--- config.mk ---
export PLATFORM = sky130hd
export DESIGN_NAME = ptw_ctrl
export DESIGN_NICKNAME = d
export VERILOG_FILES = /design/src/rtl/ptw_pkg.sv /design/src/rtl/ptw_ctrl.sv
export VERILOG_INCLUDE_DIRS = /design/src /design/src/rtl
export SDC_FILE = /design/constraint.sdc
export NUM_CORES = 1
export LEC_CHECK = 0
export BUFFER_PORTS_ARGS = -buffer_cell sky130_fd_sc_hd__buf_2
export CORE_MARGIN = 2
export CORE_UTILIZATION = 41
export CTS_BUF_LIST = sky130_fd_sc_hd__clkbuf_2 sky130_fd_sc_hd__clkbuf_4 sky130_fd_sc_hd__clkbuf_8
export DETAILED_ROUTE_END_ITERATION = 10
export PLACE_DENSITY = 0.78
export SYNTH_ARGS = -nofsm -noshare
export SYNTH_HDL_FRONTEND = slang
export SYNTH_SLANG_ARGS = --single-unit
--- constraint.sdc ---
create_clock -name clock -period 1.22 [get_ports clock]
set_clock_uncertainty 0.2 [all_clocks]
set_input_delay 0.183 -clock clock [delete_from_list [all_inputs] [get_ports clock]]
set_output_delay 0.183 -clock clock [all_outputs]
set_load 0.005 [all_outputs]
--- src/rtl/four_level_page_table_walker_defines.svh ---
// Assertion macros shared by the page table walker RTL.
// Included by the controller and the datapath; depends on nothing else.
`ifndef FOUR_LEVEL_PAGE_TABLE_WALKER_DEFINES_SVH
`define FOUR_LEVEL_PAGE_TABLE_WALKER_DEFINES_SVH

`ifndef ASSERT_OFF
// property checked at every rising edge outside reset
`define PTW_ASSERT(lbl, clk, rst, prop) \
   lbl: assert property (@(posedge clk) disable iff (rst) prop) \
      else $error("page table walker check failed");
// property checked at every rising edge, reset included
`define PTW_ASSERT_ALWAYS(lbl, clk, prop) \
   lbl: assert property (@(posedge clk) prop) \
      else $error("page table walker check failed");
`else
`define PTW_ASSERT(lbl, clk, rst, prop)
`define PTW_ASSERT_ALWAYS(lbl, clk, prop)
`endif

`endif

--- src/rtl/ptw_pkg.sv ---
// Shared types, constants and helpers of the page table walker.
// Used by the table RAM, the controller, the datapath and the top level.
`default_nettype none

package ptw_pkg;

   // sizes
   localparam int NUM_TABLE_FRAMES  = 64;
   localparam int ENTRIES_PER_TABLE = 512;
   localparam int IDX_W             = 9;
   localparam int OFFSET_W          = 12;
   localparam int ENTRY_W           = 64;
   localparam int VA_W              = 48;
   localparam int PA_W              = 52;
   localparam int FLAGS_W           = 12;
   localparam int ROOT_W            = 6;
   localparam int ACTION_W          = 2;
   localparam int FRAME_FIELD_W     = ENTRY_W - OFFSET_W;

   // virtual address index positions per level
   localparam int SHIFT_L0 = 39;
   localparam int SHIFT_L1 = 30;
   localparam int SHIFT_L2 = 21;
   localparam int SHIFT_L3 = 12;

   // request codes
   localparam logic [ACTION_W-1:0] ACT_TRANSLATE = 2'd0;
   localparam logic [ACTION_W-1:0] ACT_MAP       = 2'd1;
   localparam logic [ACTION_W-1:0] ACT_UNMAP     = 2'd2;

   // walk levels
   localparam logic [1:0] LEVEL_TOP      = 2'd0;
   localparam logic [1:0] LEVEL_DIR_LAST = 2'd2;
   localparam logic [1:0] LEVEL_LEAF     = 2'd3;

   // flags of an intermediate entry: present, write, user
   localparam logic [OFFSET_W-1:0] TABLE_FLAGS = 12'h007;

   typedef enum logic [2:0] {
      ST_CLEAR,
      ST_IDLE,
      ST_START,
      ST_READ,
      ST_CHECK,
      ST_SIZE,
      ST_LEAF,
      ST_DONE
   } ptw_state_type;

   // controller to datapath
   typedef struct packed {
      logic clear_wr;
      logic load_req;
      logic start_walk;
      logic rd_en;
      logic advance;
      logic alloc_wr;
      logic leaf_wr;
      logic set_need;
      logic set_hit;
      logic set_fail;
      logic rsp_load;
   } ptw_cmd_type;

   // datapath to controller
   typedef struct packed {
      logic [ACTION_W-1:0] action;
      logic [1:0]          level;
      logic                root_bad;
      logic                present;
      logic                bad_frame;
      logic                need_fits;
      logic                alloc_avail;
      logic                clear_last;
   } ptw_status_type;

   // 9-bit table index of a walk level
   function automatic logic [IDX_W-1:0] level_index(input logic [VA_W-1:0] va,
                                                    input logic [1:0] level);
      logic [IDX_W-1:0] idx;
      case (level)
         2'd0:    idx = va[SHIFT_L0 +: IDX_W];
         2'd1:    idx = va[SHIFT_L1 +: IDX_W];
         2'd2:    idx = va[SHIFT_L2 +: IDX_W];
         default: idx = va[SHIFT_L3 +: IDX_W];
      endcase
      return idx;
   endfunction

endpackage

`default_nettype wire

--- src/rtl/ptw_ctrl.sv ---
// Sequencer of the walker: reset clearing pass, walk, allocation and response.
// Uses ptw_pkg types; drives the datapath by command, reads its status.
`default_nettype none

`include "four_level_page_table_walker_defines.svh"

module ptw_ctrl (
   input  wire logic                   clock,
   input  wire logic                   reset,
   input  wire logic                   req_tvalid,
   output logic                        req_tready,
   output logic                        rsp_tvalid,
   input  wire logic                   rsp_tready,
   input  wire ptw_pkg::ptw_status_type status,
   output ptw_pkg::ptw_cmd_type         cmd
);
   ptw_pkg::ptw_state_type state_ff, state_in;
   logic pass2_ff, pass2_in;
   logic rsp_valid_ff, rsp_valid_in;
   logic walk_ok;
   logic rsp_free;

   assign walk_ok    = status.present && !status.bad_frame;
   assign rsp_free   = !rsp_valid_ff || rsp_tready;
   assign req_tready = (state_ff == ptw_pkg::ST_IDLE);
   assign rsp_tvalid = rsp_valid_ff;

   // next state
   always_comb begin
      state_in = state_ff;
      case (state_ff)
         ptw_pkg::ST_CLEAR: begin
            if (status.clear_last) state_in = ptw_pkg::ST_IDLE;
         end
         ptw_pkg::ST_IDLE: begin
            if (req_tvalid) state_in = ptw_pkg::ST_START;
         end
         ptw_pkg::ST_START: begin
            if (!(status.action inside {ptw_pkg::ACT_TRANSLATE, ptw_pkg::ACT_MAP,
                                        ptw_pkg::ACT_UNMAP}) || status.root_bad) begin
               state_in = ptw_pkg::ST_DONE;
            end else begin
               state_in = ptw_pkg::ST_READ;
            end
         end
         ptw_pkg::ST_READ: state_in = ptw_pkg::ST_CHECK;
         ptw_pkg::ST_CHECK: begin
            case (status.action)
               ptw_pkg::ACT_TRANSLATE: begin
                  if (status.level != ptw_pkg::LEVEL_LEAF && walk_ok) begin
                     state_in = ptw_pkg::ST_READ;
                  end else begin
                     state_in = ptw_pkg::ST_DONE;
                  end
               end
               ptw_pkg::ACT_UNMAP: begin
                  if (!walk_ok) state_in = ptw_pkg::ST_DONE;
                  else if (status.level == ptw_pkg::LEVEL_DIR_LAST) state_in = ptw_pkg::ST_LEAF;
                  else state_in = ptw_pkg::ST_READ;
               end
               ptw_pkg::ACT_MAP: begin
                  if (!pass2_ff) begin
                     if (status.present && status.bad_frame) state_in = ptw_pkg::ST_DONE;
                     else if (status.present && status.level != ptw_pkg::LEVEL_DIR_LAST) begin
                        state_in = ptw_pkg::ST_READ;
                     end else state_in = ptw_pkg::ST_SIZE;
                  end else if (walk_ok || (!status.present && status.alloc_avail)) begin
                     if (status.level == ptw_pkg::LEVEL_DIR_LAST) state_in = ptw_pkg::ST_LEAF;
                     else state_in = ptw_pkg::ST_READ;
                  end else begin
                     state_in = ptw_pkg::ST_DONE;
                  end
               end
               default: state_in = ptw_pkg::ST_DONE;
            endcase
         end
         ptw_pkg::ST_SIZE: begin
            state_in = status.need_fits ? ptw_pkg::ST_READ : ptw_pkg::ST_DONE;
         end
         ptw_pkg::ST_LEAF: state_in = ptw_pkg::ST_DONE;
         ptw_pkg::ST_DONE: begin
            if (rsp_free) state_in = ptw_pkg::ST_IDLE;
         end
         default: state_in = ptw_pkg::ST_IDLE;
      endcase
   end

   // commands
   always_comb begin
      cmd          = '0;
      pass2_in     = pass2_ff;
      rsp_valid_in = rsp_valid_ff && !rsp_tready;
      case (state_ff)
         ptw_pkg::ST_CLEAR: cmd.clear_wr = 1'b1;
         ptw_pkg::ST_IDLE: begin
            cmd.load_req = req_tvalid;
            if (req_tvalid) pass2_in = 1'b0;
         end
         ptw_pkg::ST_START: begin
            cmd.set_fail = (status.action == ptw_pkg::ACT_MAP) && status.root_bad;
         end
         ptw_pkg::ST_READ: cmd.rd_en = 1'b1;
         ptw_pkg::ST_CHECK: begin
            case (status.action)
               ptw_pkg::ACT_TRANSLATE: begin
                  if (status.level == ptw_pkg::LEVEL_LEAF) cmd.set_hit = status.present;
                  else cmd.advance = walk_ok;
               end
               ptw_pkg::ACT_UNMAP: cmd.advance = walk_ok;
               ptw_pkg::ACT_MAP: begin
                  if (!pass2_ff) begin
                     // first pass: count the tables still missing
                     if (status.present && status.bad_frame) cmd.set_fail = 1'b1;
                     else if (status.present && status.level != ptw_pkg::LEVEL_DIR_LAST) begin
                        cmd.advance = 1'b1;
                     end else cmd.set_need = 1'b1;
                  end else begin
                     // second pass: follow or allocate
                     if (walk_ok) cmd.advance = 1'b1;
                     else if (!status.present && status.alloc_avail) cmd.alloc_wr = 1'b1;
                     else cmd.set_fail = 1'b1;
                  end
               end
               default: ;
            endcase
         end
         ptw_pkg::ST_SIZE: begin
            if (status.need_fits) begin
               cmd.start_walk = 1'b1;
               pass2_in       = 1'b1;
            end else begin
               cmd.set_fail = 1'b1;
            end
         end
         ptw_pkg::ST_LEAF: cmd.leaf_wr = 1'b1;
         ptw_pkg::ST_DONE: begin
            if (rsp_free) begin
               cmd.rsp_load = 1'b1;
               rsp_valid_in = 1'b1;
            end
         end
         default: ;
      endcase
   end

   // state registers
   always_ff @(posedge clock) begin
      if (reset) begin
         state_ff     <= ptw_pkg::ST_CLEAR;
         pass2_ff     <= 1'b0;
         rsp_valid_ff <= 1'b0;
      end else begin
         state_ff     <= state_in;
         pass2_ff     <= pass2_in;
         rsp_valid_ff <= rsp_valid_in;
      end
   end

   // checks
   `PTW_ASSERT(a_accept_starts, clock, reset, (req_tvalid && req_tready) |=> (state_ff == ptw_pkg::ST_START))
   `PTW_ASSERT(a_held_rsp_waits, clock, reset, (state_ff == ptw_pkg::ST_DONE && rsp_valid_ff && !rsp_tready) |=> (state_ff == ptw_pkg::ST_DONE))
   `PTW_ASSERT(a_pass2_map_only, clock, reset, pass2_ff |-> (status.action == ptw_pkg::ACT_MAP))

endmodule

`default_nettype wire

### Word level (Yosys, flattened, before mapping)

Index checks and enable logic that the tools add are counted.

| word-level totals | value |
|---|---|
| register bits | 5 |
| input port bits | 14 |

| operators by class | value |
|---|---|
| eq/ne operators | 17 |
| mux-type cells | 52 |
| reduce and logical (&&, ||, !) cells | 21 |

Operators by type and width:

| kind | number |
|---|---|
| $mux 3 | 12 |
| $mux 1 | 33 |
| $pmux 3 s8 | 1 |
| $eq 3x3->1 const B | 4 |
| $ne 2x2->1 const B | 6 |
| $pmux 3 s3 | 1 |
| $logic_and 1x1->1 | 7 |
| $eq 2x2->1 const B | 3 |
| $eq 3x2->1 const B | 2 |
| $pmux 1 s3 | 2 |
| $reduce_and 3->1 | 2 |
| $logic_not 1->1 | 5 |
| $mux 2 | 2 |
| $eq 3x1->1 const B | 1 |
| $logic_not 3->1 | 1 |
| $logic_or 1x1->1 | 3 |
| $reduce_bool 3->1 | 1 |
| $eq 2x1->1 const B | 1 |
| $logic_not 2->1 | 1 |
| $pmux 1 s2 | 1 |
| $reduce_bool 2->1 | 1 |

### Depth between registers and ports, before layout

Gate-level depths: netlist of run 1.

| logic depth | value |
|---|---|
| depth in word-level cells | 7 |
| gate-level depth with buffers | 5 |

### Worst setup path before layout of run 1

No wires, ideal clock.

| timing path | value |
|---|---|
| path kind | register to output |
| from | reg state_ff[2] |
| to | out cmd[6] (netlist name) |
| path slack | -0.136 ns |
| path buffers | 1 |
| stages on the path, launching flop included | 4 |
| required time | 0.837 ns |
| data arrival time | 0.973 ns |
| cells stage by stage | dfxtp_1 buf_6 nand2_1 a2111oi_1 |

RTL lines:

| item | RTL line | text |
|---|---|---|
| start, declared | ptw_ctrl.sv:17 | `ptw_pkg::ptw_state_type state_ff, state_in;` |
| start signal, assigned | ptw_ctrl.sv:149 | `state_ff <= ptw_pkg::ST_CLEAR;` |
| start signal, assigned | ptw_ctrl.sv:153 | `state_ff <= state_in;` |
| end, declared | ptw_ctrl.sv:15 | `output ptw_pkg::ptw_cmd_type cmd` |

==> flow_summary.toml, run 1 <==
[floorplanning]
fp.coreArea_mm2 = 0.00116
start_util_pct = 46.0
die_h_um = 40.0
dieWidth_um = 40.0
row_count = 12
io-pin-count = 27
dieArea_mm2 = 0.00160

[placed_design]
place_inst = 122
io_buffers = 26
globalplace.congestion = 0.908
dp_hpwl_mm = 1.23

[logic_synthesis]
syn_area_um2 = 532
synthDistinctLibCells = 36
avgSynthCellArea_um2 = 7.39
yosys_warnings = 0
postSynthCellCount = 72
yosysSeqAreaShare_pct = 18.8
ys_ff_latch = 5
syn_nets = 86

[power_and_ir_drop]
power_switching_uw = 345
seqPwrFrac_pct = 24.0
p_sw_share_pct = 36.4
clkPwrFrac_pct = 22.4
p_leak_uw = 0.000507
power_frac_comb_pct = 53.6
p_int_uw = 604
powerDensity_mw_per_mm2 = 884
worst_ir_drop_vdd_v = 0.000827

[finish]
final_common_cell = "buf_2"
final_cells = 138
layout_common_cells = "buf_2 (25), buf_4 (17), nor2_1 (7), buf_6 (7), clkbuf_4 (4)"
syn_to_final_growth_pct = 102
num-fill-cells = 42
n_antenna_cell = 0
drive_above_1_share_pct = 69.4
finalNetCount = 139

[clock_network]
clock_latency_ps = 240
clk_pin_slew_ps = 40
cts_buffer_depth = 2
cts_tree = "built"
cts.sinks = 5
cts-root-buf = "clkbuf_4"
htreeDepth = 1
numCtsBuffers = 3

[route]
drc = 0
vias_per_cell = 6.32
ant_nets = 0
post_drt_wl_per_cell_um = 19.4
vias = 872
drt_iter0_drc = 39
routed_wl_mm = 2.68
drtPass1Iterations = 5

[global_routing]
grt_max_degree = 11
overflow = 0
grtUsageTotal_pct = 28.7
grt_pass1_vias = 694
grt_pass1_wl_mm = 2.99
antenna_found_initial = 0

[sta]
fin_ws_ps = -497
tns_ps = -5630
rsz0062_at_grt = "yes"
setup-violations-final = 17
min_period_ps = 1720
slew_headroom_pct = 71.9
timing.fmax_mhz = 582
hold_viol = 0
slew_viol_final = 0
worstMarginPinSlew_ps = 420
period_share_pct = 141

[critical_path]
crit_type = "flip-flop to primary output"
endpoint_kind = "primary output"
ff2ff_setup_slack_ps = -370
reg2reg_depth = 6
startpoint_type = "flip-flop"
crit_path_max_fanout = 4
cp_data_arrival_time_ps = 1330
worst-endpoint-required_ps = 840

[hold_path]
hold_path_depth = 2
hold_path_class = "input port to flip-flop"

[job]
maxCapViolations = 0

[status]
status = "complete, but fails checks"
violations = "negative setup slack"
[logic make-up after synthesis]
| family | after synthesis | synth area share, % |
|---|---|---|
| buffers and inverters | 6 | 7.06 |
| DFF | 5 | 18.8 |
| and+or+nand+nor | 41 | 45.7 |
| AOI/OAI and AO/OA | 20 | 28.5 |
[flip-flops by register name, indices dropped and copies added (netlist names)]
name	cells
pass2_ff	1
rsp_tvalid	1
state_ff	3
[metal layers]
layer  GRT usage (%)  wire length (um)
met1            34.7              1010
met2            45.6              1300
met3            6.11               251
met4            18.1               116
met5               0                 0
[metrics by stage]
| step | total power [uW] | utilization [%] | area [um^2] | worst slack (ps) | hold slack [ps] |
|---|---|---|---|---|---|
| floorplan | 391 | - | 586 | -35.4 | 53.8 |
| global placement | 502 | 69.3 | 801 | -223 | 227 |
| detailed placement | 508 | 69.3 | 801 | -258 | 230 |
| CTS | 795 | 81.4 | 941 | -373 | 26.3 |
| global route | 986 | 92.9 | 1070 | -533 | 37.2 |
| finish | 949 | 92.9 | 1070 | -497 | 38.0 |
[worst max-delay path, stage by stage (launching register included)]
cell     delay, ps
dfxtp_1        320
buf_4          150
nor3b_2        160
a21oi_1        250
o21ai_2         90
buf_2          130
[path summary, 6_finish.rpt]
kind	end	startpoint
worst min register to register	rsp_tvalid$_SDFF_PP0_	rsp_tvalid$_SDFF_PP0_
worst max-delay path	cmd[1]	pass2_ff$_SDFFE_PP0P_
worst min-delay path	state_ff[2]$_SDFFE_PP0P_	reset
worst max register to register	state_ff[2]$_SDFFE_PP0P_	state_ff[0]$_SDFFE_PP0P_
[Yosys cell counts]
cell / n / area [um^2]
a311oi_1: 2 / 17.5
nor3_1: 4 / 20.0
nor4bb_1: 1 / 10.0
nor3b_2: 2 / 25.0
o21bai_1: 1 / 7.51
nand2_1: 5 / 18.8
or3_1: 1 / 6.26
a211oi_1: 2 / 15.0
o21ba_1: 1 / 10.0
nand3b_1: 1 / 7.51
nand2b_1: 1 / 6.26
buf_6: 1 / 11.3
and2_1: 3 / 18.8
or3b_1: 1 / 8.76
dfxtp_1: 5 / 100
a2111oi_1: 1 / 10.0
and3_1: 3 / 18.8
inv_2: 1 / 3.75
buf_4: 2 / 15.0
o32ai_1: 1 / 8.76
nand3_1: 1 / 5.00
a221oi_2: 1 / 15.0
o21ai_0: 2 / 10.0
o31a_1: 1 / 8.76
a311o_1: 1 / 10.0
nor4_1: 1 / 6.26
a21oi_1: 4 / 20.0
nor2_1: 9 / 33.8
and3b_1: 1 / 8.76
a32oi_1: 1 / 8.76
nor3b_1: 2 / 15.0
nand2b_2: 1 / 8.76
nor2_2: 1 / 6.26
nor2b_1: 3 / 18.8
inv_1: 2 / 7.51
o21ai_1: 2 / 10.0
[layout make-up]
class | count | area (um^2) | share of cell area (%)
Multi-Input combinational cell | 61 | 547 | 50.9
Timing Repair Buffer | 51 | 357 | 33.2
Sequential cell | 5 | 111 | 10.4
Clock buffer | 4 | 30.0 | 2.80
Tap cell | 14 | 17.5 | 1.63
Inverter | 3 | 11.3 | 1.05
[repair_timing]
item / CTS / global route
endpoints found under the setup margin: 16 / 17
buffers inserted: 5 / 7
pin swaps: 8 / 11
gates resized for setup: 16 / 21
hold buffers: 1 / 0
hold endpoints to repair: 2 / 0
[power by group through the flow]
stage / registers, uW / clock network, uW / logic [uW]
6_report: 227 / 213 / 509
3_3_place_gp: 222 / 0 / 280
4_1_cts: 223 / 211 / 360
3_5_place_dp: 222 / 0 / 287
2_1_floorplan: 207 / 0 / 184
5_1_grt: 228 / 229 / 529
No activity file was read; power rests on OpenSTA's default activity.
==> run 2, diff against run 1 <==
--- a/config.mk
+++ b/config.mk
@@ -7,7 +7,7 @@
 export NUM_CORES = 1
 export LEC_CHECK = 0
 export BUFFER_PORTS_ARGS = -buffer_cell sky130_fd_sc_hd__buf_2
-export CORE_MARGIN = 2
+export CORE_MARGIN = 5
 export CORE_UTILIZATION = 41
 export CTS_BUF_LIST = sky130_fd_sc_hd__clkbuf_2 sky130_fd_sc_hd__clkbuf_4 sky130_fd_sc_hd__clkbuf_8
 export DETAILED_ROUTE_END_ITERATION = 10
==> run 2 against run 1 <==
Effect of this change: combinational power decreased by 14%; global-route usage decreased by 9.5 points; wire length decreased by 24%; clock-buffer cell count unchanged; the flow still finishes with violations (negative setup slack); maximum frequency increased by 5.5%; power decreased by 7.6%; utilization decreased by 11 points; via count decreased by 11%; sequential cell count unchanged; sequential share of layout area increased by 0.43 points; critical endpoint unchanged; register-to-register slack improved by 110 ps; cell count unchanged.
==> flow_summary.toml, run 2 (synthesized netlist as in run 1, its figures left out) <==
[floorplanning]
dieArea_mm2 = 0.00212
start_util_pct = 41.9
row_count = 13
io-pin-count = 27
dieWidth_um = 46.0
die_h_um = 46.0
fp.coreArea_mm2 = 0.00127

[critical_path]
cp-endpoint = "cmd[1]"
startpoint_type = "flip-flop"
crit_type = "flip-flop to primary output"
ff2ff_setup_slack_ps = -260
slowest_delay_ps = 370
reg2reg_depth = 5
rr_startpoint = "state_ff[1]$_SDFFE_PP0P_"
cp_data_arrival_time_ps = 1240
endpoint_kind = "primary output"
crit_start = "state_ff[0]$_SDFFE_PP0P_"
cp_slowest_cell = "dfxtp_4"
reg2reg_to = "state_ff[2]$_SDFFE_PP0P_"
crit_path_max_fanout = 7
path_cells = "nor2_4, and2_4, nand2_4, o21ai_2, buf_2"
worst-endpoint-required_ps = 840

[power_and_ir_drop]
p_leak_uw = 0.000500
p_total_uw = 876
powerDensity_mw_per_mm2 = 841
worst_ir_drop_vdd_v = 0.000685

[finish]
final_common_cell = "buf_2"
n_antenna_cell = 0
largest_reg_flops = 3
final_cells = 138
layout_common_cells = "buf_2 (24), buf_4 (17), nor2_1 (8), buf_6 (8), clkbuf_4 (4)"
finalNetCount = 138
drive_above_1_share_pct = 67.5
syn_to_final_growth_pct = 96.0
fin_area_mm2 = 0.00104
top_register = "state_ff"

[clock_network]
htreeDepth = 1
clk_pin_slew_ps = 40
cts_tree = "built"
clock_latency_ps = 250
numCtsBuffers = 3
cts_buffer_depth = 2
cts.sinks = 5
cts-root-buf = "clkbuf_4"

[sta]
hold_viol = 0
holdWs_ps = 20.3
slew_headroom_pct = 81.3
rsz0062_at_grt = "yes"
fin_ws_ps = -407
timing.fmax_mhz = 615
slew_viol_final = 0
period_share_pct = 133
setup-violations-final = 15
min_period_ps = 1630
worstMarginPinSlew_ps = 281

[route]
vias_per_cell = 5.63
ant_nets = 0
vias = 777
drc = 0
drt_iter0_drc = 20
routed_wl_mm = 2.04
post_drt_wl_per_cell_um = 14.8
drtPass1Iterations = 4

[status]
status = "complete, but fails checks"
violations = "negative setup slack"

[placed_design]
globalplace.congestion = 0.833
placedInstanceArea_um2 = 825
place_inst = 126
pre_cts_ws_ps = -240
dp_hpwl_mm = 1.28
io_buffers = 26

[global_routing]
grt_pass1_vias = 732
overflow = 0
grt_max_degree = 11
grt_pass1_wl_mm = 2.97
grtUsageTotal_pct = 19.2
antenna_found_initial = 0

[hold_path]
hold_path_class = "input port to flip-flop"

[job]
maxCapViolations = 0
## run 2: power by group
group          internal, uW  switching [uW]
registers               184            37.6
clock network           146            72.1
logic                   243             194
## run 2: critical path: cells and delay by family, from the launching register on
| family | cells | cell delay (ps) |
|---|---|---|
| buffers and inverters | 1 | 120 |
| and+or+nand+nor | 3 | 390 |
| DFF | 1 | 370 |
| AOI/OAI and AO/OA | 1 | 120 |
## run 2: worst min path at each step
stage	end	cells past startpoint	startpoint
after floorplan	state_ff[1]$_SDFFE_PP0P_	1	reset
after global placement	rsp_tvalid$_SDFF_PP0_	2	reset
after detailed placement	rsp_tvalid$_SDFF_PP0_	2	reset
after CTS	state_ff[2]$_SDFFE_PP0P_	2	reset
after global routing	state_ff[2]$_SDFFE_PP0P_	2	reset
final	state_ff[2]$_SDFFE_PP0P_	2	reset
## run 2: cell type report
class                   instances  area [um^2]
well taps                      15         18.8
clock buffers                   4         30.0
flip-flops and latches          5          113
multi-input cells              61          519
repair buffers                 50          350
inverters                       3         11.3
fillers                        81          226
## run 2: per-layer routing
metal / share of wire [%] / wire [um] / track usage, %
met1: 38 / 766 / 20.0
met2: 52 / 1060 / 33.5
met3: 6.8 / 138 / 7.11
met4: 3.5 / 71 / 8.52
met5: 0 / 0 / 0
## run 2: repair_timing
item,CTS,global route
gates resized for setup,14,16
setup endpoints to repair,17,17
hold buffers,1,0
hold endpoints to repair,2,0
pin swaps,7,11
buffers inserted,3,4
## run 2: through the flow
stage	util, %	TNS [ps]
after floorplan	-	-106
after global placement	65.0	-1980
after detailed placement	65.0	-2220
after CTS	73.8	-4450
after global routing	82.1	-5490
final	82.1	-4650
