==> src/rtl/four_level_page_table_walker_defines.svh <==
// Assertion macros shared by the page table walker RTL.
// Included by the controller and the datapath; depends on nothing else.
`ifndef FOUR_LEVEL_PAGE_TABLE_WALKER_DEFINES_SVH
`define FOUR_LEVEL_PAGE_TABLE_WALKER_DEFINES_SVH

`ifndef ASSERT_OFF
// property checked at every rising edge outside reset
`define PTW_ASSERT(lbl, clk, rst, prop) \
   lbl: assert property (@(posedge clk) disable iff (rst) prop) \
      else $error("page table walker check failed");
// property checked at every rising edge, reset included
`define PTW_ASSERT_ALWAYS(lbl, clk, prop) \
   lbl: assert property (@(posedge clk) prop) \
      else $error("page table walker check failed");
`else
`define PTW_ASSERT(lbl, clk, rst, prop)
`define PTW_ASSERT_ALWAYS(lbl, clk, prop)
`endif

`endif

==> src/rtl/ptw_pkg.sv <==
// Shared types, constants and helpers of the page table walker.
// Used by the table RAM, the controller, the datapath and the top level.
`default_nettype none

package ptw_pkg;

   // sizes
   localparam int NUM_TABLE_FRAMES  = 64;
   localparam int ENTRIES_PER_TABLE = 512;
   localparam int IDX_W             = 9;
   localparam int OFFSET_W          = 12;
   localparam int ENTRY_W           = 64;
   localparam int VA_W              = 48;
   localparam int PA_W              = 52;
   localparam int FLAGS_W           = 12;
   localparam int ROOT_W            = 6;
   localparam int ACTION_W          = 2;
   localparam int FRAME_FIELD_W     = ENTRY_W - OFFSET_W;

   // virtual address index positions per level
   localparam int SHIFT_L0 = 39;
   localparam int SHIFT_L1 = 30;
   localparam int SHIFT_L2 = 21;
   localparam int SHIFT_L3 = 12;

   // request codes
   localparam logic [ACTION_W-1:0] ACT_TRANSLATE = 2'd0;
   localparam logic [ACTION_W-1:0] ACT_MAP       = 2'd1;
   localparam logic [ACTION_W-1:0] ACT_UNMAP     = 2'd2;

   // walk levels
   localparam logic [1:0] LEVEL_TOP      = 2'd0;
   localparam logic [1:0] LEVEL_DIR_LAST = 2'd2;
   localparam logic [1:0] LEVEL_LEAF     = 2'd3;

   // flags of an intermediate entry: present, write, user
   localparam logic [OFFSET_W-1:0] TABLE_FLAGS = 12'h007;

   typedef enum logic [2:0] {
      ST_CLEAR,
      ST_IDLE,
      ST_START,
      ST_READ,
      ST_CHECK,
      ST_SIZE,
      ST_LEAF,
      ST_DONE
   } ptw_state_type;

   // controller to datapath
   typedef struct packed {
      logic clear_wr;
      logic load_req;
      logic start_walk;
      logic rd_en;
      logic advance;
      logic alloc_wr;
      logic leaf_wr;
      logic set_need;
      logic set_hit;
      logic set_fail;
      logic rsp_load;
   } ptw_cmd_type;

   // datapath to controller
   typedef struct packed {
      logic [ACTION_W-1:0] action;
      logic [1:0]          level;
      logic                root_bad;
      logic                present;
      logic                bad_frame;
      logic                need_fits;
      logic                alloc_avail;
      logic                clear_last;
   } ptw_status_type;

   // 9-bit table index of a walk level
   function automatic logic [IDX_W-1:0] level_index(input logic [VA_W-1:0] va,
                                                    input logic [1:0] level);
      logic [IDX_W-1:0] idx;
      case (level)
         2'd0:    idx = va[SHIFT_L0 +: IDX_W];
         2'd1:    idx = va[SHIFT_L1 +: IDX_W];
         2'd2:    idx = va[SHIFT_L2 +: IDX_W];
         default: idx = va[SHIFT_L3 +: IDX_W];
      endcase
      return idx;
   endfunction

endpackage

`default_nettype wire

==> src/rtl/ptw_datapath.sv <==
// Datapath of the walker: request and config registers, frame allocator,
// entry decode, table RAM port muxing and result registers. Uses ptw_pkg.
`default_nettype none

`include "four_level_page_table_walker_defines.svh"

module ptw_datapath #(
   parameter int NUM_TABLE_FRAMES = ptw_pkg::NUM_TABLE_FRAMES
) (
   input  wire logic                              clock,
   input  wire logic                              reset,
   input  wire ptw_pkg::ptw_cmd_type               cmd,
   output ptw_pkg::ptw_status_type                 status,
   input  wire logic [ptw_pkg::ACTION_W-1:0]      req_action,
   input  wire logic [ptw_pkg::VA_W-1:0]          req_virt_addr,
   input  wire logic [ptw_pkg::PA_W-1:0]          req_phys_addr,
   input  wire logic [ptw_pkg::FLAGS_W-1:0]       req_entry_flags,
   input  wire logic                              csr_wr_en,
   input  wire logic [ptw_pkg::ROOT_W-1:0]        csr_wr_data,
   output logic                                   mem_wr_en,
   output logic [$clog2(NUM_TABLE_FRAMES)+ptw_pkg::IDX_W-1:0] mem_wr_addr,
   output logic      [ptw_pkg::ENTRY_W:0]         mem_wr_data,
   output logic                                   mem_rd_en,
   output logic [$clog2(NUM_TABLE_FRAMES)+ptw_pkg::IDX_W-1:0] mem_rd_addr,
   input  wire logic [ptw_pkg::ENTRY_W:0]         mem_rd_data,
   output logic      [ptw_pkg::PA_W-1:0]          rsp_translated_addr,
   output logic                                   rsp_hit,
   output logic                                   rsp_out_of_frames
);
   localparam int FW    = $clog2(NUM_TABLE_FRAMES);
   localparam int NFW   = $clog2(NUM_TABLE_FRAMES + 1);
   localparam int AW    = FW + ptw_pkg::IDX_W;
   localparam int FFW   = ptw_pkg::FRAME_FIELD_W;
   localparam int DEPTH = NUM_TABLE_FRAMES * ptw_pkg::ENTRIES_PER_TABLE;
   localparam logic [AW-1:0]  CLEAR_LAST = AW'(DEPTH - 1);
   localparam logic [NFW-1:0] NUM_FR     = NFW'(NUM_TABLE_FRAMES);

   // registers
   logic [ptw_pkg::ROOT_W-1:0]   root_ff, root_in;
   logic [ptw_pkg::ACTION_W-1:0] action_ff, action_in;
   logic [ptw_pkg::VA_W-1:0]     va_ff, va_in;
   logic [ptw_pkg::PA_W-1:0]     pa_ff, pa_in;
   logic [ptw_pkg::FLAGS_W-1:0]  flags_ff, flags_in;
   logic [FW-1:0]                cur_ff, cur_in;
   logic [1:0]                   level_ff, level_in;
   logic [NFW-1:0]               nff_ff, nff_in;
   logic [1:0]                   need_ff, need_in;
   logic [AW-1:0]                clr_ff, clr_in;
   logic [ptw_pkg::PA_W-1:0]     res_addr_ff, res_addr_in;
   logic                         res_hit_ff, res_hit_in;
   logic                         res_oof_ff, res_oof_in;
   logic [ptw_pkg::PA_W-1:0]     rsp_addr_ff, rsp_addr_in;
   logic                         rsp_hit_ff, rsp_hit_in;
   logic                         rsp_oof_ff, rsp_oof_in;

   // decode
   logic [ptw_pkg::IDX_W-1:0]   idx;
   logic [AW-1:0]               slot_addr;
   logic                        cur_allocated;
   logic [ptw_pkg::ENTRY_W-1:0] entry;
   logic [ptw_pkg::ENTRY_W-1:0] leaf_value;

   assign idx           = ptw_pkg::level_index(va_ff, level_ff);
   assign slot_addr     = {cur_ff, idx};
   assign cur_allocated = NFW'(cur_ff) < nff_ff;

   // an entry written under the other allocation state of its frame reads as zero
   assign entry = (mem_rd_data[ptw_pkg::ENTRY_W] == cur_allocated) ?
                  mem_rd_data[ptw_pkg::ENTRY_W-1:0] : '0;

   assign leaf_value = (action_ff == ptw_pkg::ACT_MAP) ?
      {12'd0, pa_ff[ptw_pkg::PA_W-1:ptw_pkg::OFFSET_W], flags_ff} : '0;

   // status
   always_comb begin
      status.action      = action_ff;
      status.level       = level_ff;
      status.root_bad    = int'(root_ff) >= NUM_TABLE_FRAMES;
      status.present     = entry[0];
      status.bad_frame   = entry[ptw_pkg::ENTRY_W-1:ptw_pkg::OFFSET_W] >=
                           FFW'(NUM_TABLE_FRAMES);
      status.need_fits   = NFW'(need_ff) <= (NUM_FR - nff_ff);
      status.alloc_avail = nff_ff < NUM_FR;
      status.clear_last  = clr_ff == CLEAR_LAST;
   end

   // table RAM ports
   always_comb begin
      mem_wr_en   = cmd.clear_wr || cmd.alloc_wr || cmd.leaf_wr;
      mem_wr_addr = cmd.clear_wr ? clr_ff : slot_addr;
      if (cmd.clear_wr) begin
         mem_wr_data = '0;
      end else if (cmd.alloc_wr) begin
         // frame of the slot is marked against the allocator after this step
         mem_wr_data = {NFW'(cur_ff) <= nff_ff, FFW'(nff_ff),
                        ptw_pkg::TABLE_FLAGS};
      end else begin
         mem_wr_data = {cur_allocated, leaf_value};
      end
      mem_rd_en   = cmd.rd_en;
      mem_rd_addr = slot_addr;
   end

   // next values
   always_comb begin
      root_in     = csr_wr_en ? csr_wr_data : root_ff;
      action_in   = action_ff;
      va_in       = va_ff;
      pa_in       = pa_ff;
      flags_in    = flags_ff;
      cur_in      = cur_ff;
      level_in    = level_ff;
      nff_in      = nff_ff;
      need_in     = need_ff;
      clr_in      = cmd.clear_wr ? clr_ff + AW'(1) : clr_ff;
      res_addr_in = res_addr_ff;
      res_hit_in  = res_hit_ff;
      res_oof_in  = res_oof_ff;
      rsp_addr_in = rsp_addr_ff;
      rsp_hit_in  = rsp_hit_ff;
      rsp_oof_in  = rsp_oof_ff;

      // request capture
      if (cmd.load_req) begin
         action_in   = req_action;
         va_in       = req_virt_addr;
         pa_in       = req_phys_addr;
         flags_in    = req_entry_flags;
         res_addr_in = '0;
         res_hit_in  = 1'b0;
         res_oof_in  = 1'b0;
      end

      // walk position
      if (cmd.load_req || cmd.start_walk) begin
         cur_in   = FW'(root_ff);
         level_in = ptw_pkg::LEVEL_TOP;
      end else if (cmd.advance) begin
         cur_in   = entry[ptw_pkg::OFFSET_W +: FW];
         level_in = level_ff + 2'd1;
      end else if (cmd.alloc_wr) begin
         cur_in   = FW'(nff_ff);
         level_in = level_ff + 2'd1;
         nff_in   = nff_ff + NFW'(1);
      end

      // tables still missing below this level
      if (cmd.set_need) begin
         need_in = entry[0] ? 2'd0 : (ptw_pkg::LEVEL_LEAF - level_ff);
      end

      // results
      if (cmd.set_hit) begin
         res_addr_in = {entry[ptw_pkg::PA_W-1:ptw_pkg::OFFSET_W],
                        va_ff[ptw_pkg::OFFSET_W-1:0]};
         res_hit_in  = 1'b1;
      end
      if (cmd.set_fail) res_oof_in = 1'b1;
      if (cmd.rsp_load) begin
         rsp_addr_in = res_addr_ff;
         rsp_hit_in  = res_hit_ff;
         rsp_oof_in  = res_oof_ff;
      end
   end

   // control registers
   always_ff @(posedge clock) begin
      if (reset) begin
         root_ff  <= '0;
         nff_ff   <= NFW'(1);
         clr_ff   <= '0;
         level_ff <= ptw_pkg::LEVEL_TOP;
      end else begin
         root_ff  <= root_in;
         nff_ff   <= nff_in;
         clr_ff   <= clr_in;
         level_ff <= level_in;
      end
   end

   // payload registers
   always_ff @(posedge clock) begin
      action_ff   <= action_in;
      va_ff       <= va_in;
      pa_ff       <= pa_in;
      flags_ff    <= flags_in;
      cur_ff      <= cur_in;
      need_ff     <= need_in;
      res_addr_ff <= res_addr_in;
      res_hit_ff  <= res_hit_in;
      res_oof_ff  <= res_oof_in;
      rsp_addr_ff <= rsp_addr_in;
      rsp_hit_ff  <= rsp_hit_in;
      rsp_oof_ff  <= rsp_oof_in;
   end

   assign rsp_translated_addr = rsp_addr_ff;
   assign rsp_hit             = rsp_hit_ff;
   assign rsp_out_of_frames   = rsp_oof_ff;

   // checks
   `PTW_ASSERT(a_alloc_bound, clock, reset, nff_ff <= NUM_FR)
   `PTW_ASSERT(a_alloc_only_on_cmd, clock, reset, (!cmd.alloc_wr) |=> $stable(nff_ff))

endmodule

`default_nettype wire

==> config.mk <==
export PLATFORM = sky130hd
export DESIGN_NAME = ptw_datapath
export DESIGN_NICKNAME = d
export VERILOG_FILES = /design/src/rtl/ptw_pkg.sv /design/src/rtl/ptw_datapath.sv
export VERILOG_INCLUDE_DIRS = /design/src /design/src/rtl
export SDC_FILE = /design/constraint.sdc
export NUM_CORES = 1
export LEC_CHECK = 0
export BUFFER_PORTS_ARGS = -buffer_cell sky130_fd_sc_hd__buf_2
export CAP_MARGIN = 10
export CORE_AREA = 3 3 161 163
export CTS_CLUSTER_SIZE = 25
export DETAILED_ROUTE_END_ITERATION = 12
export DIE_AREA = 0 0 164 166
export PLACE_DENSITY = 0.66
export RECOVER_POWER = 100
export SLEW_MARGIN = 30
export SYNTH_ARGS = -nofsm -noshare
export SYNTH_HDL_FRONTEND = slang
export SYNTH_SLANG_ARGS = --single-unit
==> constraint.sdc <==
create_clock -name clock -period 2.85 [get_ports clock]
set_input_delay 0 -clock clock [delete_from_list [all_inputs] [get_ports clock]]
set_output_delay 0 -clock clock [all_outputs]
set_load 0.05 [all_outputs]
======== Yosys cells after proc, flatten, opt, wreduce, memory -nomap -nowiden ========
Index checks and enable logic that the tools add are counted.
storage, ports and cells
  input port bits ......................... 199
  word-level logic and storage cells ...... 55
  flip-flop bits (word level) ............. 260
cells by class
  muxes and demuxes ....................... 13
  order comparisons ....................... 5
  add/subtract/negate cells ............... 5
  reductions and logical operators ........ 9
  bitwise gates (word level) .............. 2
  equality and inequality tests ........... 5
operators with widths
  operator                                               number
  two-way mux 52 bit                                     3
  two-way mux 65 bit                                     2
  two-way mux 64 bit                                     1
  >= comparator 52 x 7 -> 1 bit (second input constant)  1
  one-hot mux 9 bit (3 select lines)                     1
  two-way mux 6 bit                                      3
  adder 15 x 1 -> 15 bit (second input constant)         1
  == test 15 bit (second input constant)                 1
  two-way mux 15 bit                                     1
  adder 7 x 1 -> 7 bit (second input constant)           1
  less-or-equal comparator 2 x 7 -> 1 bit                1
  less-or-equal comparator 6 x 7 -> 1 bit                1
  < comparator 6 x 7 -> 1 bit                            1
  < comparator 7 bit (second input constant)             1
  subtractor 7 bit (first input constant)                1
  == test 2 x 1 -> 1 bit (second input constant)         2
  two-way mux 2 bit                                      2
  nonzero test 2 bit                                     2
  logical OR 1 bit                                       3
  AND reduction 3 bit                                    1
  nonzero test 3 bit                                     1
  adder 2 x 1 -> 2 bit (second input constant)           1
  == test 2 bit (second input constant)                  1
  zero test 2 bit                                        1
  4 further kinds                                        5

======== Longest topological paths before layout ========
Gate-level depths: netlist of the first run.
  depth after elaboration ................. 5
  gate-level depth with buffers ........... 7

======== Worst setup path before layout of the first run ========
OpenSTA, ideal clock, no wires.
  path type ............................... register -> output
  start point ............................. register level_ff[1]
  end point ............................... output port mem_wr_addr[0] in the netlist's numbering
  path buffers ............................ 1
  data required time ...................... 2.850 ns
  cell stages (with the launch flop) ...... 5
  path slack .............................. 0.062 ns
  arrival ................................. 2.788 ns
  cells stage by stage .................... dfxtp_1 ha_1 clkbuf_1 mux2i_1 mux2_2
between the ends
  cells in the longest elaborated chain, start to end .. 3
  elaborated cells between the ends (all ways) .. 5
ends and longest elaborated chain
  item                                    RTL line             text
  start: declaration                      ptw_datapath.sv:45   logic [1:0] level_ff, level_in;
  start signal: assignment                ptw_datapath.sv:172  level_ff <= ptw_pkg::LEVEL_TOP;
  start signal: assignment                ptw_datapath.sv:177  level_ff <= level_in;
  == test 2 bit (tied with other cells)   ptw_pkg.sv:81        case (level)
  one-hot mux 9 bit (3 select lines) (*)  ptw_pkg.sv:81
  named net mem_rd_addr (one bit)         ptw_datapath.sv:24   output logic [$clog2(NUM_TABLE_FRAMES)+ptw_pkg::IDX_W-1:0] mem_rd_addr,
  two-way mux 15 bit (*)                  ptw_datapath.sv:90   mem_wr_addr = cmd.clear_wr ? clr_ff : slot_addr;
  end: declaration                        ptw_datapath.sv:21   output logic [$clog2(NUM_TABLE_FRAMES)+ptw_pkg::IDX_W-1:0] mem_wr_addr,
Mark *: on every way through the listed nets, which the timed path passes. The rest lies on a longest branch.

==> impl_metrics.json, run 1 <==
{
  "max_slew_margin": -0.457,
  "async_reset_ff_frac": 0,
  "drc": 0,
  "die_h_um": 166,
  "routed_wl_um": 27300,
  "synth.yosys.seq_area_share": 0.728,
  "die_x_um": 164,
  "p_per_area_nw_per_um2": 641,
  "violations": "max-capacitance violations, max-slew violations",
  "worstHoldStart": "cmd[7]",
  "rsz0062_at_grt": "false",
  "ctsLongestPathBuffers": 3,
  "dpl.hpwl_um": 17900,
  "r2r_slack_ps": 270,
  "numPortBuffers": 321,
  "groute.usage.overall": 0.194,
  "reg2reg_to": "res_addr_ff[35]",
  "synth_area_leader_cell": "edfxtp_1",
  "synth-edff-count": 216,
  "yosys_warnings": 0,
  "grt_busiest_layer": "met2",
  "hp-class": "primary input to primary output",
  "fmax_mhz": 367,
  "cts_root_buffer": "clkbuf_16",
  "hold_end": "mem_rd_en",
  "grt_util_met3": 0.0649,
  "drv_cap": 3,
  "power_mw": 8.98,
  "clkLatencyLatePin_ps": 520,
  "finish.net_count": 1354,
  "worst_hold_slack_ps": 0.0140,
  "synth_cell_types": 49,
  "fin_cells": 1484,
  "numClockSinks": 248,
  "yosys.area.top_type_share": 0.663,
  "fin_setup_tns_ps": 0,
  "gr-usage-met1": 0.208,
  "synth_commonest_cells": "edfxtp_1, and2_1, nor2_1, dfxtp_1, inv_1",
  "grtUsageMet2": 0.359,
  "grt_pass1_wl_um": 41300,
  "fin_crit_sh": 0.957,
  "hold_viol": 0,
  "cts_tree": "yes",
  "ir_drop_mv": 0.646,
  "cp-end-kind": "primary output",
  "yosys-top-cells-area": "edfxtp_1, dfxtp_1, and2_1, ha_1, mux2i_1",
  "p_leak_nw": 5.59,
  "row_count": 57,
  "ys_ff_latch": 248,
  "final_core_util": 0.573,
  "avgSynthCellArea_um2": 15.3,
  "drv_slew": 158,
  "cp.arrival_ps": 2730,
  "clk_pin_slew_ps": 60,
  "syn_inst": 641,
  "antenna_cells": 0,
  "start_kind": "register",
  "worstSetupPathType": "register to primary output",
  "min_period_ps": 2730,
  "cts_inserted_buffers": 27,
  "vias": 7105,
  "drt-pass1-iter-count": 5,
  "num_io_pins": 360,
  "crit_fanout": 7,
  "ctsHtreeMaxLevel": 1,
  "dr.first_iter.drc_count": 505,
  "viasPerCell": 4.79,
  "cp.required_ps": 2850,
  "initial_utilization": 0.400,
  "final-setup-viol-count": 0,
  "startpoint": "nff_ff[4]",
  "finalClockSkew_ps": 13.1,
  "antenna_left": 0,
  "drive_gt1_frac": 0.229,
  "synth_top_flop_cell": "edfxtp_1",
  "syn_to_final_growth_pct": 43.2,
  "reg2reg_depth": 7,
  "post_drt_wl_per_cell_um": 18.4,
  "status": "finished with violations",
  "gp_congestion": 0.790,
  "core_um2": 24500,
  "dieArea_um2": 27200,
  "dp.cells": 1267,
  "antenna_found_initial": 0,
  "min_path_cells": 0,
  "grt_max_degree": 84,
  "synth.cell_area_um2": 9780,
  "grt_pass1_vias": 7433,
  "overflow": 0,
  "yosysMostFrequentCell": "edfxtp_1",
  "reg2reg_from": "nff_ff[5]",
  "worst_pin_slew_ps": 2190
}
[worst max-delay path: stages, from the launching register on]
cell and delay (ps):
dfxtp_1 400, inv_1 110, ha_1 340, a211o_2 350, and3_4 200, a211oi_4 230
buf_4 220, o31a_1 170, buf_4 200
[cell type report]
cell class	instances	area (µm²)
multi-input cells	339	2380
flip-flops and latches	248	7130
inverters	26	97.6
well taps	324	405
fillers	1972	10500
repair buffers	498	3190
clock buffers	29	683
clock inverters	20	124
[cells in the final DEF, fill, tap and decap left out, types with 5 or more instances in the layout]
master           n
edfxtp_1       216
dlygate4sd3_1  167
buf_2          167
clkbuf_1       124
and2_1          75
clkbuf_2        34
nor2_1          33
dfxtp_1         31
clkbuf_16       27
inv_1           26
and2_0          21
nand2_1         19
mux2i_1         17
a21oi_1         16
ha_1            15
conb_1          13
nor4_1          12
mux2_2          10
nand4_1         10
xnor2_1         10
clkinv_1        10
a222oi_1         9
o31ai_1          9
xor2_1           7
buf_4            7
a22o_1           6
a41o_1           6
nand3_1          6
clkinv_2         6
nor3_1           5
[routing by layer]
layer / wire length, µm / up-vias
met1: 9640 / 3349
met3: 2900 / 49
met5: 0 / -
li1: - / 3346
met4: 840 / 0
met2: 14000 / 361
[report_power, final]
| part | internal (mW) | switching (mW) | leakage, nW |
|---|---|---|---|
| clock | 1.82 | 1.38 | 0.402 |
| combinational | 0.451 | 0.945 | 2.73 |
| sequential | 4.30 | 0.0905 | 2.46 |
| total | 6.56 | 2.41 | 5.59 |
[sequential cells by signal (all words and copies together), names as in the netlist, 2 cells and up]
name                 cells
action_ff                2
clr_ff                  15
cur_ff                   6
flags_ff                12
level_ff                 2
need_ff                  2
nff_ff                   7
pa_ff                   40
res_addr_ff             52
root_ff                  6
rsp_translated_addr     52
va_ff                   48
[worst max-delay path by stage]
stage | end | slack, ps | cells after the start
4_1_cts | status[3] | 6 | 8
3_5_place_dp | status[3] | 440 | 8
5_1_grt | status[3] | 20 | 8
6_report | status[3] | 120 | 8
2_1_floorplan | mem_wr_addr[0] | 60 | 4
3_3_place_gp | status[3] | 490 | 8
[stage by stage]
stage                     instance area [µm²]  setup WS (ps)
final                                   14000            122
after global routing                    14000           18.6
after CTS                               14200           5.78
after detailed placement                11700            445
after global placement                  11700            492
after floorplan                          9830           62.0
[timing repair]
action | CTS | global route
gates resized for setup | 2 | 2
hold endpoints to repair | 210 | 0
buffers inserted | 0 | 1
hold buffers | 167 | 0
setup endpoints to repair | 1 | 2
pin swaps | 0 | 1
[kinds of logic after synthesis]
family	Yosys count	share of synthesized area
buffers and inverters	66	0.0344
and+or+nand+nor	202	0.119
AOI/OAI and AO/OA	61	0.0501
other	1	0.000383
DFF	248	0.728
adders and majority gates	15	0.0192
xor gates and xnor gates	17	0.0152
muxes	31	0.0335
Power figures use the tool's default switching activity.
==> run 2: changes to the inputs <==
PLACE_DENSITY = 0.68   (was 0.66)
==> run 2 against run 1 <==
The flow still finishes with violations (max-capacitance violations, max-slew violations). Non-clock buffer count grew 1. Sequential share of layout area shrank 0.45 points. Clock-buffer cell count grew 2. Critical path depth shrank 2. Global-route usage grew 0.14 points. Highest routed layer unchanged.
==> impl_metrics.json, run 2 (synthesis results as in run 1) <==
{
  "routed_wl_um": 27500,
  "drv_cap": 1,
  "ctsHtreeMaxLevel": 1,
  "hold_end": "mem_rd_en",
  "cp.required_ps": 2850,
  "hold_viol": 0,
  "r2r_slack_ps": 280,
  "finalClockSkew_ps": 16.0,
  "final_cell_mix": "edfxtp_1, buf_2, dlygate4sd3_1, clkbuf_1, and2_0",
  "worst_pin_slew_ps": 2710,
  "hp-class": "primary input to primary output",
  "ctsLongestPathBuffers": 3,
  "max_slew_margin": -0.804,
  "initial_utilization": 0.400,
  "fin_setup_tns_ps": 0,
  "post_cts_buffers": 0,
  "p_leak_nw": 5.70,
  "overflow": 0,
  "viasPerCell": 4.77,
  "finish.net_count": 1354,
  "drc": 0,
  "numPortBuffers": 321,
  "cp-end-kind": "primary output",
  "grt_pass1_vias": 7455,
  "dp_slack_ps": 496,
  "dpl.hpwl_um": 17900,
  "reg2reg_to": "res_addr_ff[44]",
  "fin_area_um2": 14100,
  "groute.usage.overall": 0.196,
  "p_per_area_nw_per_um2": 655,
  "drv_slew": 55,
  "num_io_pins": 360,
  "antenna_found_initial": 0,
  "drive_gt1_frac": 0.250,
  "grt_pass1_wl_um": 41400,
  "final-setup-viol-count": 0,
  "dpl_cell_area_um2": 11700,
  "status": "finished with violations",
  "fin_cells": 1485,
  "fmax_mhz": 371,
  "worstSetupPathType": "register to primary output",
  "rsz0062_at_grt": "false",
  "min_period_ps": 2690,
  "cts_root_buffer": "clkbuf_16",
  "numClockSinks": 248,
  "setup_ws_ps": 157,
  "reg2reg_from": "nff_ff[2]",
  "grt_max_degree": 55,
  "die_h_um": 166,
  "ir_drop_mv": 0.685,
  "gp_congestion": 0.819,
  "cts_tree": "yes",
  "core_um2": 24500,
  "reg2reg_depth": 7,
  "worstHoldStart": "cmd[7]",
  "final_common_cell": "edfxtp_1",
  "cp.arrival_ps": 2690,
  "vias": 7078,
  "dp.cells": 1266,
  "min_path_cells": 0,
  "syn_to_final_growth_pct": 44.4,
  "die_x_um": 164,
  "drt-pass1-iter-count": 5,
  "crit_fanout": 9,
  "dieArea_um2": 27200,
  "post_drt_wl_per_cell_um": 18.5,
  "cts_inserted_buffers": 26,
  "dr.first_iter.drc_count": 507,
  "antenna_left": 0,
  "start_kind": "register",
  "violations": "max-capacitance violations, max-slew violations",
  "clkLatencyLatePin_ps": 530,
  "clk_pin_slew_ps": 60,
  "row_count": 57,
  "fin_crit_sh": 0.945
}
run 2: cell types whose count changed in the layout (fill, tap and decap cells not counted), moves of 2 or more:
cell	change
and2_0	+28
and2_1	-28
clkbuf_1	-21
buf_2	+19
clkinv_1	-6
buf_4	-5
clkbuf_2	+5
bufinv_16	+3
clkinvlp_4	+3
dlygate4sd3_1	+3
clkbuf_4	+2
run 2: per-stage QoR:
step / total power, mW / util / hold slack, ps
2_1_floorplan: 5.27 / - / 86.0
3_3_place_gp: 5.66 / 0.477 / 0.589
3_5_place_dp: 5.68 / 0.477 / 0.589
4_1_cts: 9.37 / 0.583 / 0.589
5_1_grt: 9.62 / 0.578 / 0.134
6_report: 9.26 / 0.578 / 0.0140
run 2: area by class of cell:
cell class | instances | area, µm²
multi-input combinational | 339 | 2370
inverter | 26 | 97.6
timing repair buffer | 499 | 3230
tap | 324 | 405
fill | 1937 | 10300
clock buffer | 31 | 701
sequential | 248 | 7130
clock inverter | 17 | 191
antenna | 1 | 2.50
run 2: where the power goes:
part	total, mW	switching [mW]	internal, mW
combinational	1.39	0.940	0.446
clock	3.49	1.37	2.12
sequential	4.39	0.0916	4.30
total	9.26	2.40	6.86
run 2: what timing repair did:
item	4_1_cts	5_1_grt
endpoints found under the hold margin	189	0
endpoints found under the setup margin	0	2
resized for setup	0	4
hold buffers	170	0
run 2: worst max path at each step:
stage	from	endpoint	slack [ps]	depth (start not counted)
after floorplan	level_ff[1]	mem_wr_addr[0]	60	4
after global placement	nff_ff[3]	res_addr_ff[33]	550	7
after detailed placement	nff_ff[3]	res_addr_ff[18]	500	7
after CTS	nff_ff[4]	status[4]	40	8
after global routing	nff_ff[5]	status[3]	30	8
final	level_ff[0]	mem_wr_addr[3]	160	6
run 2: layer usage:
layer  global-route usage  wire, µm  vias up
met5                    0         0        -
met4               0.0607       773        0
met3               0.0649      2940       53
met2                0.350     13600      371
met1                0.219     10100     3305
li1                     -         -     3349
run 2: worst max-delay path: stages (launching register included):
cell and delay (ps):
dfxtp_1 470, inv_1 140, ha_1 350, a222oi_1 470
mux2i_1 210, mux2_2 310, buf_2 210
==> run 3: changes to the inputs <==
CORE_AREA = 3 3 144 181   (was 3 3 161 163)
DIE_AREA = 0 0 147 184   (was 0 0 164 166)
GPL_TIMING_DRIVEN = 0   (was default)
==> run 3 against run 2 <==
The flow still finishes with violations (max-capacitance violations, max-slew violations). Final cell count is 2.4% higher. Largest cell class unchanged. Clock-buffer cell count is 6 lower. Design area is 2.0% higher. Via count is 2.7% higher. Critical path depth is 2 higher. Core utilization is 1.1 points higher. Sequential power hardly changed. Sequential cell count stayed put. Clock power is 4% higher. Combinational power is 4% higher. Highest routed layer unchanged. Setup slack worse by 19 ps. Die area is 0.65% lower.
==> impl_metrics.json, run 3 (synthesis results as in run 1) <==
{
  "antenna_cells": 0,
  "final_cell_mix": "buf_2, edfxtp_1, dlygate4sd3_1, clkbuf_1, and2_1",
  "fin_crit_sh": 0.952,
  "dieArea_um2": 27000,
  "viasPerCell": 4.78,
  "num_io_pins": 360,
  "clk_pin_slew_ps": 60,
  "die_h_um": 184,
  "drv_cap": 1,
  "routed_wl_um": 27800,
  "vias": 7266,
  "crit_fanout": 6,
  "cp.required_ps": 2850,
  "final_common_cell": "buf_2",
  "antenna_found_initial": 0,
  "start_kind": "register",
  "p_leak_nw": 5.93,
  "dpl.hpwl_um": 18700,
  "drive_gt1_frac": 0.275,
  "groute.usage.overall": 0.198,
  "row_count": 64,
  "hp-class": "primary input to register",
  "ctsLongestPathBuffers": 3,
  "cts_inserted_buffers": 25,
  "final_core_util": 0.588,
  "grt_pass1_vias": 7663,
  "status": "finished with violations",
  "cp-end-kind": "primary output",
  "worstSetupPathType": "register to primary output",
  "drc": 0,
  "numClockSinks": 248,
  "initial_utilization": 0.399,
  "fin_area_um2": 14400,
  "cp.arrival_ps": 2710,
  "grt_pass1_wl_um": 42000,
  "p_per_area_nw_per_um2": 656,
  "drt-pass1-iter-count": 7,
  "grt_util_met3": 0.0592,
  "fmax_mhz": 369,
  "die_x_um": 147,
  "cts_root_buffer": "clkbuf_16",
  "rsz0062_at_grt": "true",
  "finish.net_count": 1386,
  "drv_slew": 55,
  "cts_tree": "yes",
  "min_period_ps": 2710,
  "ir_drop_mv": 0.552,
  "core_um2": 24500,
  "final-setup-viol-count": 0,
  "dpl_cell_area_um2": 11900,
  "violations": "max-capacitance violations, max-slew violations",
  "hold_viol": 0,
  "dr.first_iter.drc_count": 295,
  "fin_setup_tns_ps": 0,
  "ctsHtreeMaxLevel": 1,
  "finalClockSkew_ps": 7.02,
  "syn_to_final_growth_pct": 47.3,
  "overflow": 0,
  "numPortBuffers": 320,
  "clkLatencyLatePin_ps": 520,
  "antenna_left": 0,
  "post_drt_wl_per_cell_um": 18.3,
  "max_slew_margin": -0.831,
  "gp_congestion": 0.818,
  "worst_pin_slew_ps": 2750,
  "grt_busiest_layer": "met2",
  "grtUsageMet2": 0.364,
  "gr-usage-met1": 0.217,
  "grt_max_degree": 68
}
## run 3: cell types whose count changed in the layout (fill, tap and decap cells not counted), moves of 2 or more
cell / delta
and2_1: +42
bufinv_16: +3
dfxtp_1: -2
buf_4: +16
clkinv_4: +2
and2_0: -43
buf_6: +5
dfxtp_2: +2
mux2_2: +4
clkbuf_1: +2
clkbuf_2: -38
mux2_1: -4
buf_2: +45
clkbuf_16: -2
## run 3: what timing repair did
action	CTS	global route
hold buffers	169	0
setup buffers	2	0
gates resized for setup	3	7
pin swaps	1	1
hold endpoints to repair	224	0
endpoints found under the setup margin	2	17
## run 3: per-stage QoR
step                      hold slack, ps  power (mW)  setup WS, ps  instances
after floorplan                     86.0        5.27          62.0        653
after global placement               176        5.69         -1110       1303
after detailed placement             178        5.72         -52.3       1304
after CTS                           4.09        9.55          21.7       1521
after global routing                98.7        9.80         -25.8       1521
final                               75.8        9.46           138       1521
## run 3: where the power goes
part / switching (mW) / internal [mW] / leakage, nW
registers: 0.0982 / 4.29 / 2.46
clock network: 1.38 / 2.24 / 0.444
logic: 0.949 / 0.501 / 3.02
## run 3: worst paths after layout
check | from | endpoint | slack [ps] | depth (start not counted)
worst max-delay path | nff_ff[3] | status[3] | 140 | 8
worst min-delay path | cmd[5] | nff_ff[0] | 80 | 4
worst max register to register | nff_ff[3] | res_addr_ff[27] | 510 | 7
worst min register to register | res_addr_ff[0] | rsp_translated_addr[0] | 420 | 0
## run 3: layer usage
| layer | vias up | wire length [µm] | part of all wire |
|---|---|---|---|
| met5 | - | 0 | 0 |
| met4 | 0 | 977 | 0.035 |
| met3 | 52 | 2640 | 0.095 |
| met2 | 380 | 14200 | 0.51 |
| met1 | 3426 | 9960 | 0.36 |
| li1 | 3408 | - | - |
## run 3: cell type report
cell class / instances / area (µm²)
fillers: 1901 / 10100
flip-flops and latches: 248 / 7130
repair buffers: 492 / 3240
multi-input cells: 339 / 2380
clock buffers: 25 / 626
well taps: 330 / 413
clock inverters: 21 / 290
plain buffers: 40 / 238
inverters: 26 / 97.6
## run 3: critical path: stages, from the launching register on
cell and delay (ps):
dfxtp_1 450, inv_1 180, ha_1 350, nand4b_4 120, a21o_1 240, a211oi_4 300, buf_4 190, o31a_1 130
clkbuf_4 230
